--- config.mk ---
export PLATFORM = sky130hd
export DESIGN_NAME = pcmd_front
export DESIGN_NICKNAME = d
export VERILOG_FILES = /design/src/design/pearson_correlation_missing_data_top_defines.svh /design/src/design/pcmd_pkg.sv /design/src/design/pcmd_front.sv
export SDC_FILE = /design/constraint.sdc
export NUM_CORES = 2
export LEC_CHECK = 0
export BUFFER_PORTS_ARGS = -buffer_cell sky130_fd_sc_hd__buf_2
export CELL_PAD_IN_SITES_DETAIL_PLACEMENT = 0
export CELL_PAD_IN_SITES_GLOBAL_PLACEMENT = 1
export CORE_MARGIN = 4
export CORE_UTILIZATION = 53
export DETAILED_ROUTE_END_ITERATION = 7
export PLACE_DENSITY_LB_ADDON = 0.1
export SLEW_MARGIN = 15
export SYNTH_ARGS = -nofsm -noshare
export SYNTH_HDL_FRONTEND = slang
export SYNTH_SLANG_ARGS = --single-unit
--- constraint.sdc ---
create_clock -name clk -period 22.2 [get_ports clk]
set_input_delay 2.22 -clock clk [delete_from_list [all_inputs] [get_ports clk]]
set_output_delay 2.22 -clock clk [all_outputs]
set_load 0.02 [all_outputs]
--- src/design/pearson_correlation_missing_data_top_defines.svh ---
// ----------------------------------------------------------------------------
// Assertion macros
// Shared concurrent check forms, clocked on clk and held off during rst.
// ----------------------------------------------------------------------------
`ifndef PEARSON_CORRELATION_MISSING_DATA_TOP_DEFINES_SVH
`define PEARSON_CORRELATION_MISSING_DATA_TOP_DEFINES_SVH

// property that holds on every edge out of reset
`define PCMD_ASSERT(label, prop, msg) \
  label: assert property (@(posedge clk) disable iff (rst) prop) else $error(msg);

// antecedent in one cycle implies consequent in the next
`define PCMD_ASSERT_NEXT(label, ante, cons, msg) \
  label: assert property (@(posedge clk) disable iff (rst) (ante) |=> (cons)) else $error(msg);

`endif

--- src/design/pcmd_pkg.sv ---
// ----------------------------------------------------------------------------
// pcmd_pkg
// Widths, snapshot and handshake types, and sequencer codes for the
// pairwise-complete correlation block.
// ----------------------------------------------------------------------------
package pcmd_pkg;

  localparam int SAMPLE_W = 16;
  localparam int CNT_W    = 13;
  localparam int LIN_W    = 29;
  localparam int SQ_W     = 43;
  localparam int CROSS_W  = 44;
  localparam int VEC_LEN  = 4096;

  localparam int WORD_W   = 64;
  localparam int PROD_W   = 2 * WORD_W;
  localparam int CHUNK_W  = 16;
  localparam int CHUNKS   = WORD_W / CHUNK_W;
  localparam int CHUNK_CW = $clog2(CHUNKS);

  localparam int SRCH_W   = 144;
  localparam int Q_BITS   = 16;
  localparam int K_W      = $clog2(Q_BITS);
  localparam int R_SHIFT  = 30;

  localparam int CORR_W   = 16;
  localparam logic [CORR_W-1:0] CORR_MAX = {1'b0, {(CORR_W-1){1'b1}}};
  localparam logic [CORR_W-1:0] CORR_MIN = {1'b1, {(CORR_W-1){1'b0}}};

  localparam int Q_DEPTH  = 2;
  localparam int QPTR_W   = $clog2(Q_DEPTH);
  localparam int QCNT_W   = $clog2(Q_DEPTH + 1);

  typedef struct packed {
    logic        [CNT_W-1:0]   n;
    logic signed [LIN_W-1:0]   sa;
    logic signed [LIN_W-1:0]   sb;
    logic        [SQ_W-1:0]    saa;
    logic        [SQ_W-1:0]    sbb;
    logic signed [CROSS_W-1:0] sab;
  } snap_t;

  typedef struct packed {
    logic                     start;
    logic signed [WORD_W-1:0] a;
    logic signed [WORD_W-1:0] b;
  } mul_req_t;

  typedef struct packed {
    logic              busy;
    logic              done;
    logic [PROD_W-1:0] product;
  } mul_rsp_t;

  typedef enum logic [2:0] {
    OP_N_SAB   = 3'd0,
    OP_SA_SB   = 3'd1,
    OP_N_SAA   = 3'd2,
    OP_SA_SA   = 3'd3,
    OP_N_SBB   = 3'd4,
    OP_SB_SB   = 3'd5,
    OP_D1_D2   = 3'd6,
    OP_NUM_NUM = 3'd7
  } op_t;

endpackage

--- src/design/pcmd_front.sv ---
// ----------------------------------------------------------------------------
// pcmd_front
// Takes one element pair per cycle unless full, drops pairs missing a side and
// accumulates count and sums; on the last pair queues a snapshot and clears.
// ----------------------------------------------------------------------------
module pcmd_front (
  input  logic                                 clk,
  input  logic                                 rst,
  input  logic                                 push,
  output logic                                 full,
  input  logic signed [pcmd_pkg::SAMPLE_W-1:0] a_value,
  input  logic signed [pcmd_pkg::SAMPLE_W-1:0] b_value,
  input  logic                                 a_missing,
  input  logic                                 b_missing,
  input  logic                                 last,
  input  logic                                 q_full,
  output logic                                 q_push,
  output pcmd_pkg::snap_t                      q_data
);

  logic        [pcmd_pkg::CNT_W-1:0]      n;
  logic signed [pcmd_pkg::LIN_W-1:0]      sa;
  logic signed [pcmd_pkg::LIN_W-1:0]      sb;
  logic        [pcmd_pkg::SQ_W-1:0]       saa;
  logic        [pcmd_pkg::SQ_W-1:0]       sbb;
  logic signed [pcmd_pkg::CROSS_W-1:0]    sab;
  logic signed [2*pcmd_pkg::SAMPLE_W-1:0] aa;
  logic signed [2*pcmd_pkg::SAMPLE_W-1:0] bb;
  logic signed [2*pcmd_pkg::SAMPLE_W-1:0] ab;
  logic                                   take;
  logic                                   accept;
  pcmd_pkg::snap_t                        sums_next;

  assign full   = q_full;
  assign accept = push && !q_full;
  assign q_push = accept && last;
  assign q_data = sums_next;

  assign aa = a_value * a_value;
  assign bb = b_value * b_value;
  assign ab = a_value * b_value;

  always_comb begin
    take = !a_missing && !b_missing && (n < pcmd_pkg::CNT_W'(pcmd_pkg::VEC_LEN));
    sums_next.n   = n;
    sums_next.sa  = sa;
    sums_next.sb  = sb;
    sums_next.saa = saa;
    sums_next.sbb = sbb;
    sums_next.sab = sab;
    if (take) begin
      sums_next.n   = n + pcmd_pkg::CNT_W'(1);
      sums_next.sa  = sa + pcmd_pkg::LIN_W'(a_value);
      sums_next.sb  = sb + pcmd_pkg::LIN_W'(b_value);
      sums_next.saa = saa + pcmd_pkg::SQ_W'(aa);
      sums_next.sbb = sbb + pcmd_pkg::SQ_W'(bb);
      sums_next.sab = sab + pcmd_pkg::CROSS_W'(ab);
    end
  end

  always_ff @(posedge clk) begin
    if (rst || (accept && last)) begin
      n   <= '0;
      sa  <= '0;
      sb  <= '0;
      saa <= '0;
      sbb <= '0;
      sab <= '0;
    end else if (accept) begin
      n   <= sums_next.n;
      sa  <= sums_next.sa;
      sb  <= sums_next.sb;
      saa <= sums_next.saa;
      sbb <= sums_next.sbb;
      sab <= sums_next.sab;
    end
  end

endmodule

==> impl_metrics.py <==
metrics = {
    "die": {
        "die_y_um": 304,
        "core_um2": 86900,
        "ioPinCount": 242,
        "fp.dieW_um": 304,
        "initial_core_util_pct": 53.5,
        "design.die.area_um2": 92500,
        "rows": 108,
    },
    "final_layout": {
        "fillers": 8210,
        "multi_input_area_um2": 37800,
        "synthToLayoutAreaGrowth_pct": 7.10,
        "drive_above_1_share_pct": 6.92,
        "nets": 7058,
        "seq_area_um2": 4020,
    },
    "sta": {
        "finalSetupViolations": 0,
        "max_freq_mhz": 69.8,
        "slew_violations": 0,
        "rsz0062_at_grt": "false",
        "finClkSkew_ns": 0.0316,
        "tightestPinTransition_ns": 1.18,
        "period_share_pct": 64.5,
        "hold_viol_final": 0,
        "fin_crit_ns": 14.32,
        "slew_headroom_pct": 20.2,
        "worst_slack_ns": 7.88,
        "setup_tns_ns": 0,
    },
    "drt": {
        "route.met2.wl_um": 61900,
        "drtIter0Drc": 2601,
        "top_layer": "met5",
        "dr_total_vias": 38000,
        "antenna_left": 0,
        "drc": 0,
        "finalWirelength_um": 135000,
        "wl_met3_um": 8910,
        "vias_per_cell": 5.49,
        "wl_per_cell_um": 19.6,
        "dr.pass1.iters": 6,
        "wl_met1_um": 62300,
    },
    "placed_design": {
        "numPortBuffers": 241,
        "dp_hpwl_um": 104000,
        "preCtsSetupSlack_ns": 7.93,
        "place_congestion": 0.920,
    },
    "critical_path": {
        "start_kind": "input port",
        "required_ns": 19.98,
        "cpMaxStageDelayCell": "clkinv_1",
        "critPathMaxStageDelay_ns": 0.84,
        "worst_ep_arrival_time_ns": 12.10,
        "reg2reg_setup_slack_ns": 15.65,
        "reg2reg_from": "sab[15]",
        "rr_worst_depth": 20,
        "crit_path_frequent_cell": "fa_1",
        "endpoint_kind": "primary output",
        "critPathMaxFanout": 21,
        "reg2reg_to": "sab[43]",
        "crit_type": "in -> out",
    },
    "logic_synthesis": {
        "yosys_warnings": 0,
        "synth_common_cells": "1,019 x nand2_1, 1,007 x inv_1, 815 x fa_1",
        "yosysTopAreaCell": "fa_1",
        "seq_area_frac_synth_pct": 8.66,
        "synthTopCellsByArea": "fa_1 35%, ha_1 12%, dfxtp_1 8.7%, nand2_1 8.2%, inv_1 8.1%",
        "syn_inst": 5651,
        "netlist_area_um2": 46500,
        "synth_seq_cells": 201,
        "ys.flop_type": "dfxtp_1",
        "synth_top_area_share_pct": 35.1,
        "post_synth.cell_area_avg_um2": 8.22,
        "yosysUniqueCellTypes": 85,
        "syn-num-nets": 6967,
        "synth_edf_count": 0,
        "synthArstFlopShare_pct": 0,
        "yosysMostFrequentCell": "nand2_1",
    },
    "global_routing": {
        "grt_max_degree": 75,
        "antenna_found_initial": 5,
        "grt.total_usage_pct": 29.5,
        "grt_pass1_wl_um": 217000,
        "gr-total-overflow": 0,
        "grt_pass1_vias": 38400,
    },
    "clocking": {
        "cts.sinks": 201,
        "cts_setup_buffers": 0,
        "clk_path_buf_depth": 3,
        "insertion_delay_ns": 0.64,
        "cts-root-buf": "clkbuf_16",
        "ctsHoldBuffers": 0,
        "postCtsResizedCells": 0,
        "path_clk_slew_ns": 0.05,
        "cts_max_level": 1,
        "cts_buffers": 31,
        "cts_tree": "built",
    },
    "outcome": {
        "outcome": "completed",
    },
    "worst_hold_path": {
        "hold_path_end": "sa[22]",
        "worstHoldStart": "sa[22]",
        "whs_path_depth": 2,
        "hold_class": "reg -> reg",
    },
    "run": {
        "drv_cap": 0,
    },
}
==> per-layer routing <==
metal  up-vias  track usage [%]
met5         -                0
met4         2             4.69
met3       116             4.67
met2      1009             46.7
met1     19000             43.5
li1      17900                -
==> logic make-up (layout without fill, tap and decap cells) <==
family | after synthesis | in the layout | synth area share, %
xor gates and xnor gates | 285 | 285 | 5.40
adders and majority gates | 1277 | 1277 | 47.5
DFF | 201 | 201 | 8.66
other | 0 | 1 | 0
muxes | 12 | 12 | 0.283
buffers and inverters | 1240 | 1355 | 10.0
and+or+nand+nor | 1718 | 1718 | 15.7
AOI/OAI and AO/OA | 918 | 918 | 12.4
==> through the flow <==
stage / cells / util (%) / area (um2) / hold slack, ns
2_1_floorplan: 5651 / - / 46500 / 0.449
3_3_place_gp: 6864 / 56.0 / 48600 / 0.462
3_5_place_dp: 6864 / 56.0 / 48600 / 0.467
4_1_cts: 6921 / 57.3 / 49800 / 0.476
5_1_grt: 6921 / 57.3 / 49800 / 0.497
6_report: 6922 / 57.3 / 49800 / 0.473
==> worst max-delay path, delay by kind of cell <==
family	cells	cell delay (ns)
AND/OR/NAND/NOR	3	0.68
buffers and inverters	7	1.72
multiplexers	1	0.28
adder cells (fa/ha/maj)	8	3.54
XOR/XNOR	2	0.34
AO/OA/AOI/OAI	16	3.29
==> placed cells by master (no fill, tap or decap), drive strengths merged, types with 8 or more instances in the layout <==
cell	synthesis	routed
and4	8	8
a31o	16	16
a211oi	22	22
nand2	1019	1019
a21o	118	118
fa	815	815
inv	1010	1011
nor2	322	322
a21boi	12	12
nor2b	30	30
nand3	50	50
and2	101	101
xnor2	203	203
and3	34	34
or3	9	9
nor3	64	64
a41oi	11	11
o211ai	13	13
a31oi	31	31
xor2	81	81
nand4	21	21
o21ai	213	213
buf	36	285
clkbuf	191	45
dfxtp	201	201
o21a	30	30
o31ai	19	19
mux2	9	9
o21bai	34	34
a211o	11	11
a21oi	325	325
ha	462	462
nand2b	26	26
or2	12	12
==> area by class of cell <==
cell class | count | area share [%]
Inverter | 1013 | 7.64
Multi-Input combinational cell | 4210 | 76.0
Tap cell | 1155 | 2.90
Sequential cell | 201 | 8.09
Clock inverter | 12 | 0.417
Clock buffer | 45 | 1.85
Antenna cell | 1 | 0.00503
Timing Repair Buffer | 285 | 3.09
==> state kept, by name, summed over array words and instances, names as in the netlist <==
name	count
sb	29
n	13
saa	43
sa	29
sab	44
sbb	43
==> worst max-delay path by stage <==
stage | slack (ns) | cells past startpoint | start | endpoint
floorplan | 9.23 | 30 | a_value[15] | q_data[129]
global placement | 8.02 | 37 | a_value[1] | q_data[128]
detailed placement | 7.93 | 37 | a_value[1] | q_data[128]
CTS | 7.91 | 37 | a_value[1] | q_data[128]
global route | 7.23 | 35 | a_value[1] | q_data[128]
finish | 7.88 | 37 | a_value[1] | q_data[128]
Power is left out: the tool's default activity adds up to more than one toggle a clock period on the data nets, which glitch-free logic cannot reach.
