File: src/design/pearson_correlation_missing_data_top_defines.svh
// ----------------------------------------------------------------------------
// Assertion macros
// Shared concurrent check forms, clocked on clk and held off during rst.
// ----------------------------------------------------------------------------
`ifndef PEARSON_CORRELATION_MISSING_DATA_TOP_DEFINES_SVH
`define PEARSON_CORRELATION_MISSING_DATA_TOP_DEFINES_SVH

// property that holds on every edge out of reset
`define PCMD_ASSERT(label, prop, msg) \
  label: assert property (@(posedge clk) disable iff (rst) prop) else $error(msg);

// antecedent in one cycle implies consequent in the next
`define PCMD_ASSERT_NEXT(label, ante, cons, msg) \
  label: assert property (@(posedge clk) disable iff (rst) (ante) |=> (cons)) else $error(msg);

`endif

File: src/design/pcmd_pkg.sv
// ----------------------------------------------------------------------------
// pcmd_pkg
// Widths, snapshot and handshake types, and sequencer codes for the
// pairwise-complete correlation block.
// ----------------------------------------------------------------------------
package pcmd_pkg;

  localparam int SAMPLE_W = 16;
  localparam int CNT_W    = 13;
  localparam int LIN_W    = 29;
  localparam int SQ_W     = 43;
  localparam int CROSS_W  = 44;
  localparam int VEC_LEN  = 4096;

  localparam int WORD_W   = 64;
  localparam int PROD_W   = 2 * WORD_W;
  localparam int CHUNK_W  = 16;
  localparam int CHUNKS   = WORD_W / CHUNK_W;
  localparam int CHUNK_CW = $clog2(CHUNKS);

  localparam int SRCH_W   = 144;
  localparam int Q_BITS   = 16;
  localparam int K_W      = $clog2(Q_BITS);
  localparam int R_SHIFT  = 30;

  localparam int CORR_W   = 16;
  localparam logic [CORR_W-1:0] CORR_MAX = {1'b0, {(CORR_W-1){1'b1}}};
  localparam logic [CORR_W-1:0] CORR_MIN = {1'b1, {(CORR_W-1){1'b0}}};

  localparam int Q_DEPTH  = 2;
  localparam int QPTR_W   = $clog2(Q_DEPTH);
  localparam int QCNT_W   = $clog2(Q_DEPTH + 1);

  typedef struct packed {
    logic        [CNT_W-1:0]   n;
    logic signed [LIN_W-1:0]   sa;
    logic signed [LIN_W-1:0]   sb;
    logic        [SQ_W-1:0]    saa;
    logic        [SQ_W-1:0]    sbb;
    logic signed [CROSS_W-1:0] sab;
  } snap_t;

  typedef struct packed {
    logic                     start;
    logic signed [WORD_W-1:0] a;
    logic signed [WORD_W-1:0] b;
  } mul_req_t;

  typedef struct packed {
    logic              busy;
    logic              done;
    logic [PROD_W-1:0] product;
  } mul_rsp_t;

  typedef enum logic [2:0] {
    OP_N_SAB   = 3'd0,
    OP_SA_SB   = 3'd1,
    OP_N_SAA   = 3'd2,
    OP_SA_SA   = 3'd3,
    OP_N_SBB   = 3'd4,
    OP_SB_SB   = 3'd5,
    OP_D1_D2   = 3'd6,
    OP_NUM_NUM = 3'd7
  } op_t;

endpackage

File: src/design/pcmd_queue.sv
// ----------------------------------------------------------------------------
// pcmd_queue
// Short snapshot queue between front and back; read data is registered on pop.
// ----------------------------------------------------------------------------
module pcmd_queue (
  input  logic            clk,
  input  logic            rst,
  input  logic            wr_en,
  input  pcmd_pkg::snap_t wr_data,
  output logic            full,
  input  logic            rd_en,
  output pcmd_pkg::snap_t rd_data,
  output logic            empty
);

  pcmd_pkg::snap_t                mem [pcmd_pkg::Q_DEPTH];
  logic [pcmd_pkg::QPTR_W-1:0]    wptr;
  logic [pcmd_pkg::QPTR_W-1:0]    rptr;
  logic [pcmd_pkg::QCNT_W-1:0]    count;

  assign full  = (count == pcmd_pkg::QCNT_W'(pcmd_pkg::Q_DEPTH));
  assign empty = (count == '0);

  always_ff @(posedge clk) begin
    if (wr_en) begin
      mem[wptr] <= wr_data;
    end
    if (rd_en) begin
      rd_data <= mem[rptr];
    end
  end

  always_ff @(posedge clk) begin
    if (rst) begin
      wptr  <= '0;
      rptr  <= '0;
      count <= '0;
    end else begin
      if (wr_en) begin
        wptr <= wptr + pcmd_pkg::QPTR_W'(1);
      end
      if (rd_en) begin
        rptr <= rptr + pcmd_pkg::QPTR_W'(1);
      end
      if (wr_en && !rd_en) begin
        count <= count + pcmd_pkg::QCNT_W'(1);
      end else if (rd_en && !wr_en) begin
        count <= count - pcmd_pkg::QCNT_W'(1);
      end
    end
  end

endmodule

File: config.mk
export PLATFORM = sky130hd
export DESIGN_NAME = pcmd_queue
export DESIGN_NICKNAME = d
export VERILOG_FILES = /design/src/design/pearson_correlation_missing_data_top_defines.svh /design/src/design/pcmd_pkg.sv /design/src/design/pcmd_queue.sv
export SDC_FILE = /design/constraint.sdc
export NUM_CORES = 1
export LEC_CHECK = 0
export BUFFER_PORTS_ARGS = -buffer_cell sky130_fd_sc_hd__buf_2
export CORE_UTILIZATION = 54
export DETAILED_ROUTE_END_ITERATION = 16
export GPL_TIMING_DRIVEN = 0
export PLACE_DENSITY = 0.78
export SLEW_MARGIN = 20
export SYNTH_ARGS = -nofsm -noshare
export SYNTH_HDL_FRONTEND = slang
export SYNTH_SLANG_ARGS = --single-unit
File: constraint.sdc
create_clock -name clk -period 13.11 [get_ports clk]
set_input_delay 0.6555 -clock clk [delete_from_list [all_inputs] [get_ports clk]]
set_output_delay 0.6555 -clock clk [all_outputs]
set_load 0.02 [all_outputs]
==> flow_summary_export.csv, run 1 <==
group,metric,value,unit
run_status,run_status,"complete, no violations",
final_layout,fillers,2333,
sta,setup_viol,0,
final_layout,regArea,18200,µm²
worst_setup_path,slowest_delay,0.41,ns
place,dp_hpwl,25200,µm
global_route,grt_max_degree,92,
power,p_leak,0.00940,µW
worst_setup_path,worstReg2RegStart,"wptr",
cts,cts_setup_buffers,0,
sta,finalHoldViolCount,0,
yosys,synth_area_leaders,"edfxtp_1 (87%), mux2_2 (11%), buf_6 (0.49%)",
sta,fmax,452,MHz
worst_setup_path,path_cells,"buf_8 -> buf_16 -> buf_16 -> inv_1 -> ha_1 -> or3_1 -> a21oi_1",
cts,clk-insertion-delay-late,0.59,ns
yosys,yosysUniqueCellTypes,16,
power,p_sw,927,µW
cts,clock_sinks,607,
floorplanning,core,37800,µm²
worst_setup_path,crit_type,"primary input to flop",
yosys,yosysMostFrequentCell,"edfxtp_1",
cts,cts_hold_buf,0,
detailed_routing,wl_met1,14700,µm
sta,tightest_slew,0.588,ns
worst_setup_path,r2r_cells,6,
yosys,ys_seq_area_share,87.7,%
worst_setup_path,arrival,2.74,ns
yosys,syn_area,20700,µm²
global_route,grt_antenna_before_repair,15,
floorplanning,fp.dieW,198,µm
yosys,avgSynthCellArea,24.5,µm²
global_route,track_usage,19.9,%
yosys,synth-seq-cells,607,
detailed_routing,dr_wl_met2,19600,µm
detailed_routing,drcViolationCount,0,
yosys,synth_top_area_share,87.3,%
final_layout,finalNetCount,1533,
worst_setup_path,rr_endpoint,"mem[0][144]",
detailed_routing,postRouteAntennaNets,0,
detailed_routing,drt-wirelength-per-cell,20.7,µm
power,p_clk_share,37.8,%
sta,slew_violations,0,
yosys,yosysWarnings,0,
yosys,synth_common_cells,"edfxtp_1 (603), mux2_2 (201), buf_4 (11)",
cts,clockBufferDepth,3,
sta,min_period,2.21,ns
cts,root_buffer,"clkbuf_16",
cts,cts_resized,0,
worst_setup_path,cp-endpoint,"count[1]",
yosys,synthArstFlopShare,0,%
final_layout,drive_gt1_share,53.4,%
sta,slew_headroom,60.7,%
worst_setup_path,cp_common_cell,"buf_16",
cts,htreeDepth,2,
detailed_routing,top_layer_used,"met5",
yosys,ys.flop_type,"edfxtp_1",
cts,cts_tree,"yes",
final_layout,area_growth,24.1,%
yosys,syn_inst,846,
global_route,grt_pass1_vias,10100,
detailed_routing,first_pass_iters,4,
worst_setup_path,r2r_slack,10.93,ns
global_route,grt_pass1_wl,57300,µm
floorplanning,io_pins,408,
detailed_routing,drt-initial-drc-count,425,
floorplanning,die_area,39200,µm²
yosys,synth_edf_count,603,
sta,skew,0.0114,ns
power,p_sw_share,21.4,%
sta,rsz0062_at_grt,"no",
floorplanning,die_y,198,µm
power,powerDensity,168,nW/µm²
final_layout,multi_input_area,2370,µm²
place,gp_congestion,0.726,
place,numPortBuffers,407,
global_route,grt.overflow.total,0,
power,internal-power,3400,µW
run,cap_violations,0,
power,power,4330,µW
floorplanning,start_util,54.9,%
worst_setup_path,crit_start,"rd_en",
detailed_routing,routed_wl,39100,µm
worst_setup_path,cp.required,13.64,ns
worst_setup_path,slowest_stage,"buf_16",
power,power_frac_seq,53.7,%
power,p_comb_share,8.5,%
floorplanning,core.rowCount,71,
cts,cts_made_buffers,56,
detailed_routing,num_vias,9601,
sta,worst_hold_slack,0.245,ns
yosys,syn-num-nets,1052,
min_path,hold_class,"primary input to flop",
detailed_routing,via_per_inst,5.07,
cts,path_clk_slew,0.06,ns
detailed_routing,wl_met3,3810,µm
sta,fin_crit_sh,16.9,%
yosys,synth_top_area_cell,"edfxtp_1",
worst_setup_path,end_kind,"flop",
power,ir_worst_vdd,0.000147,V
worst_setup_path,crit_fanout,91,
worst_setup_path,start_kind,"primary input",
## worst min path at each step
stage | startpoint | end | slack [ns] | depth (start not counted)
3_3_place_gp | count[1] | count[1] | 0.49 | 2
5_1_grt | wr_data[45] | mem[0][45] | 0.22 | 1
4_1_cts | wr_data[146] | mem[0][146] | 0.21 | 1
6_report | wr_data[105] | mem[0][105] | 0.24 | 1
2_1_floorplan | count[1] | count[1] | 0.46 | 2
3_5_place_dp | count[1] | count[1] | 0.51 | 2
## cells in the final DEF (no fill, tap or decap), drive strengths merged
cell      synthesis  layout
a21oi             1       1
and2              1       1
buf              22     445
bufinv            0       7
clkbuf            0      69
clkinv            0      22
clkinvlp          0       5
dfxtp             4       4
diode             0       6
edfxtp          603     603
ha                1       1
inv               1       4
mux2            201     201
nor2              4       4
nor2b             2       2
o21ai             1       1
or3               1       1
xnor2             2       2
xor2              2       2
## cells by family (layout without fill, tap and decap cells)
kind of cell,count (synthesis),after routing,synth area share (%)
compound gates,2,2,0.0482
xor+xnor,4,4,0.169
fa+ha+maj,1,1,0.0603
buf+inv,23,552,0.953
flops,607,607,87.7
mux,201,201,10.9
other cells,0,6,0
simple gates,8,8,0.193
## power groups by stage
stage	sequential [µW]	combinational (µW)	clock, µW
detailed placement	2360	372	0
floorplan	2450	134	0
finish	2320	370	1640
global route	2330	395	1740
CTS	2330	376	1670
global placement	2400	341	0
## sequential cells by signal, indices dropped and copies added (netlist names)
| register | cells |
|---|---|
| rd_data | 201 |
| wptr | 1 |
| mem | 402 |
| count | 2 |
| rptr | 1 |
## metal layers
| layer | GRT usage [%] | up-vias |
|---|---|---|
| li1 | - | 4388 |
| met4 | 7.06 | 16 |
| met2 | 33.5 | 317 |
| met3 | 8.02 | 77 |
| met5 | 0 | - |
| met1 | 23.1 | 4803 |
## area by class of cell
cell class | count | area share [%]
flip-flops and latches | 607 | 70.6
multi-input cells | 216 | 9.21
diodes | 6 | 0.0583
plain buffers | 22 | 0.753
clock inverters | 37 | 1.43
well taps | 511 | 2.48
clock buffers | 69 | 5.87
repair buffers | 423 | 9.54
inverters | 1 | 0.0146
## stage by stage
step                      instance area [µm²]  utilization (%)  TNS, ns  cells  setup slack (ns)
after CTS                               25700             68.2        0   1886             10.88
final                                   25700             68.2        0   1892             10.90
after global placement                  23400             62.0  -579.91   1764             -2.91
after floorplan                         20700                -        0    846              3.00
after detailed placement                23900             63.2        0   1780             10.28
after global routing                    25700             68.2        0   1889             10.74
## critical path: cells and delay by family
family	cells	cell delay, ns
AO/OA/AOI/OAI	1	0.14
adder cells (fa/ha/maj)	1	0.33
AND/OR/NAND/NOR	1	0.35
buffers and inverters	4	1.11
Note: power is estimated with default switching activity, not from simulation.
==> inputs of run 2 (changes only) <==
--- a/config.mk
+++ b/config.mk
@@ -6,10 +6,10 @@
 export NUM_CORES = 1
 export LEC_CHECK = 0
 export BUFFER_PORTS_ARGS = -buffer_cell sky130_fd_sc_hd__buf_2
-export CORE_UTILIZATION = 54
+export CORE_UTILIZATION = 49
 export DETAILED_ROUTE_END_ITERATION = 16
 export GPL_TIMING_DRIVEN = 0
-export PLACE_DENSITY = 0.78
+export PLACE_DENSITY = 0.75
 export SLEW_MARGIN = 20
 export SYNTH_ARGS = -nofsm -noshare
 export SYNTH_HDL_FRONTEND = slang
==> constraint.sdc (replaced) <==
create_clock -name clk -period 1.85 [get_ports clk]
set_input_delay 0.0925 -clock clk [delete_from_list [all_inputs] [get_ports clk]]
set_output_delay 0.0925 -clock clk [all_outputs]
set_load 0.02 [all_outputs]
==> run 2 against run 1 <==
First-iteration DRC count rose by 63%. Setup slack worse by 11 ns. Register-to-register slack worse by 11 ns. Via count up 11%. Largest cell class unchanged. Routed wire length is 14% higher. Clock skew grew 0.0071 ns. Highest routed layer unchanged. Sequential share of layout area down 5.3 points. Die area grew 10%. Clock power increased to 7.0 times the previous value. Flip-flop and latch count unchanged.
==> flow_summary_export.csv, run 2 (synthesis gave the netlist of run 1 again) <==
group,metric,value,unit
detailed_routing,routed_wl,44500,µm
floorplanning,core,41900,µm²
detailed_routing,wl_met1,16900,µm
global_route,track_usage,20.8,%
worst_setup_path,end_kind,"flop",
cts,clock_sinks,607,
global_route,grt.overflow.total,0,
cts,clk-insertion-delay-late,0.60,ns
floorplanning,io_pins,408,
floorplanning,die_area,43200,µm²
cts,clockBufferDepth,3,
cts,htreeDepth,2,
power,p_comb_share,9.9,%
place,numPortBuffers,407,
power,p_sw_share,21.8,%
detailed_routing,drt-initial-drc-count,691,
final_layout,fillers,2630,
detailed_routing,top_layer_used,"met5",
final_layout,postLayoutCellArea,27800,µm²
detailed_routing,num_vias,10700,
final_layout,layout_common_cells,"edfxtp_1 (603), buf_2 (408), dlygate4sd3_1 (203), mux2_2 (201), clkbuf_16 (61)",
run_status,run_status,"complete, no violations",
final_layout,reg_top3,"mem: 402 flops, rd_data: 201 flops, count: 2 flops",
power,powerDensity,1110,nW/µm²
worst_setup_path,crit_fanout,25,
place,dp_hpwl,25900,µm
power,power_frac_seq,53.3,%
detailed_routing,drcViolationCount,0,
worst_setup_path,cp.required,2.13,ns
detailed_routing,postRouteAntennaNets,0,
final_layout,drive_gt1_share,46.2,%
final_layout,area_growth,34.1,%
detailed_routing,drt-wirelength-per-cell,21.0,µm
sta,min_period,1.71,ns
detailed_routing,wl_met3,3240,µm
cts,path_clk_slew,0.06,ns
global_route,grt_pass1_vias,11800,
final_layout,finalNetCount,1742,
detailed_routing,dr_wl_met2,22700,µm
floorplanning,start_util,49.6,%
worst_setup_path,start_kind,"flop",
sta,slew_violations,0,
power,p_leak,0.0103,µW
global_route,grt_max_degree,86,
cts,cts_made_buffers,58,
sta,skew,0.0185,ns
floorplanning,fp.dieW,208,µm
worst_setup_path,arrival,1.99,ns
cts,root_buffer,"clkbuf_16",
worst_setup_path,crit_type,"flop to flop",
sta,setup_viol,0,
cts,cts_setup_buffers,0,
sta,finalHoldViolCount,0,
sta,fmax,586,MHz
min_path,hold_class,"primary input to flop",
global_route,grt_pass1_wl,67500,µm
place,dp_cells,1809,
sta,slew_headroom,63.7,%
power,p_sw,6730,µW
power,ir_worst_vdd,0.000851,V
place,place_area,23900,µm²
final_layout,final-instance-count-excl-fill,2124,
floorplanning,core.rowCount,75,
floorplanning,die_y,208,µm
sta,rsz0062_at_grt,"no",
place,gp_congestion,0.751,
detailed_routing,via_per_inst,5.02,
power,p_clk_share,36.8,%
global_route,grt_antenna_before_repair,6,
final_layout,top_register,"mem",
final_layout,final_common_cell,"edfxtp_1",
sta,fin_crit_sh,92.3,%
power,internal-power,24200,µW
run,cap_violations,0,
detailed_routing,first_pass_iters,5,
sta,tightest_slew,0.545,ns
cts,cts_tree,"yes",
final_layout,largest_register_ff_count,402,
==> run 2: path summary, 6_finish.rpt <==
check	cells past startpoint	slack [ns]	from	end
worst max-delay path	4	0.14	wptr	mem[0][106]
worst min-delay path	2	0.04	rd_en	rd_data[27]
worst max register to register	4	0.14	wptr	mem[0][106]
worst min register to register	2	0.52	count[1]	count[1]
==> run 2: worst max-delay path: stages, from the launching register on <==
cell,delay [ns]
dfxtp_2,0.35
nor2b_4,0.40
buf_16,0.23
buf_16,0.18
buf_12,0.20
==> run 2: through the flow <==
step	total power, µW	hold slack, ns	utilization (%)	setup WS (ns)	TNS, ns
final	30900	0.0413	66.5	0.143	0
after global routing	31900	0.0210	66.5	0.0584	0
after CTS	31100	0.00803	66.5	0.119	0
after detailed placement	19400	0.283	57.1	-0.207	-0.217
after global placement	19300	0.281	56.1	-3.76	-1863.54
after floorplan	18200	0.157	-	-1.87	-663.88
==> run 2: layout make-up <==
type / count / area, µm² / share of cell area, %
Tap cell: 539 / 674 / 2.42
Clock inverter: 30 / 249 / 0.895
Multi-Input combinational cell: 216 / 2370 / 8.52
Clock buffer: 74 / 1580 / 5.66
Antenna cell: 5 / 12.5 / 0.0450
Timing Repair Buffer: 630 / 4560 / 16.4
Inverter: 1 / 3.75 / 0.0135
Sequential cell: 607 / 18200 / 65.4
Buffer: 22 / 194 / 0.697
==> run 2: timing repair <==
| action | 4_1_cts | 5_1_grt |
|---|---|---|
| hold buffers | 206 | 0 |
| resized for setup | 0 | 0 |
| setup endpoints to repair | 0 | 0 |
| endpoints found under the hold margin | 441 | 0 |
==> run 2: power by group through the flow <==
stage | logic [µW] | registers [µW] | clock network, µW
global route | 3230 | 16600 | 12100
CTS | 3050 | 16500 | 11600
finish | 3050 | 16500 | 11400
floorplan | 951 | 17300 | 0
global placement | 2430 | 16800 | 0
detailed placement | 2660 | 16800 | 0
==> run 2: metal layers <==
layer | track usage [%] | vias to the layer above
met3 | 5.43 | 112
met5 | 0 | -
met4 | 9.35 | 2
met1 | 24.3 | 5338
met2 | 36.1 | 411
li1 | - | 4801
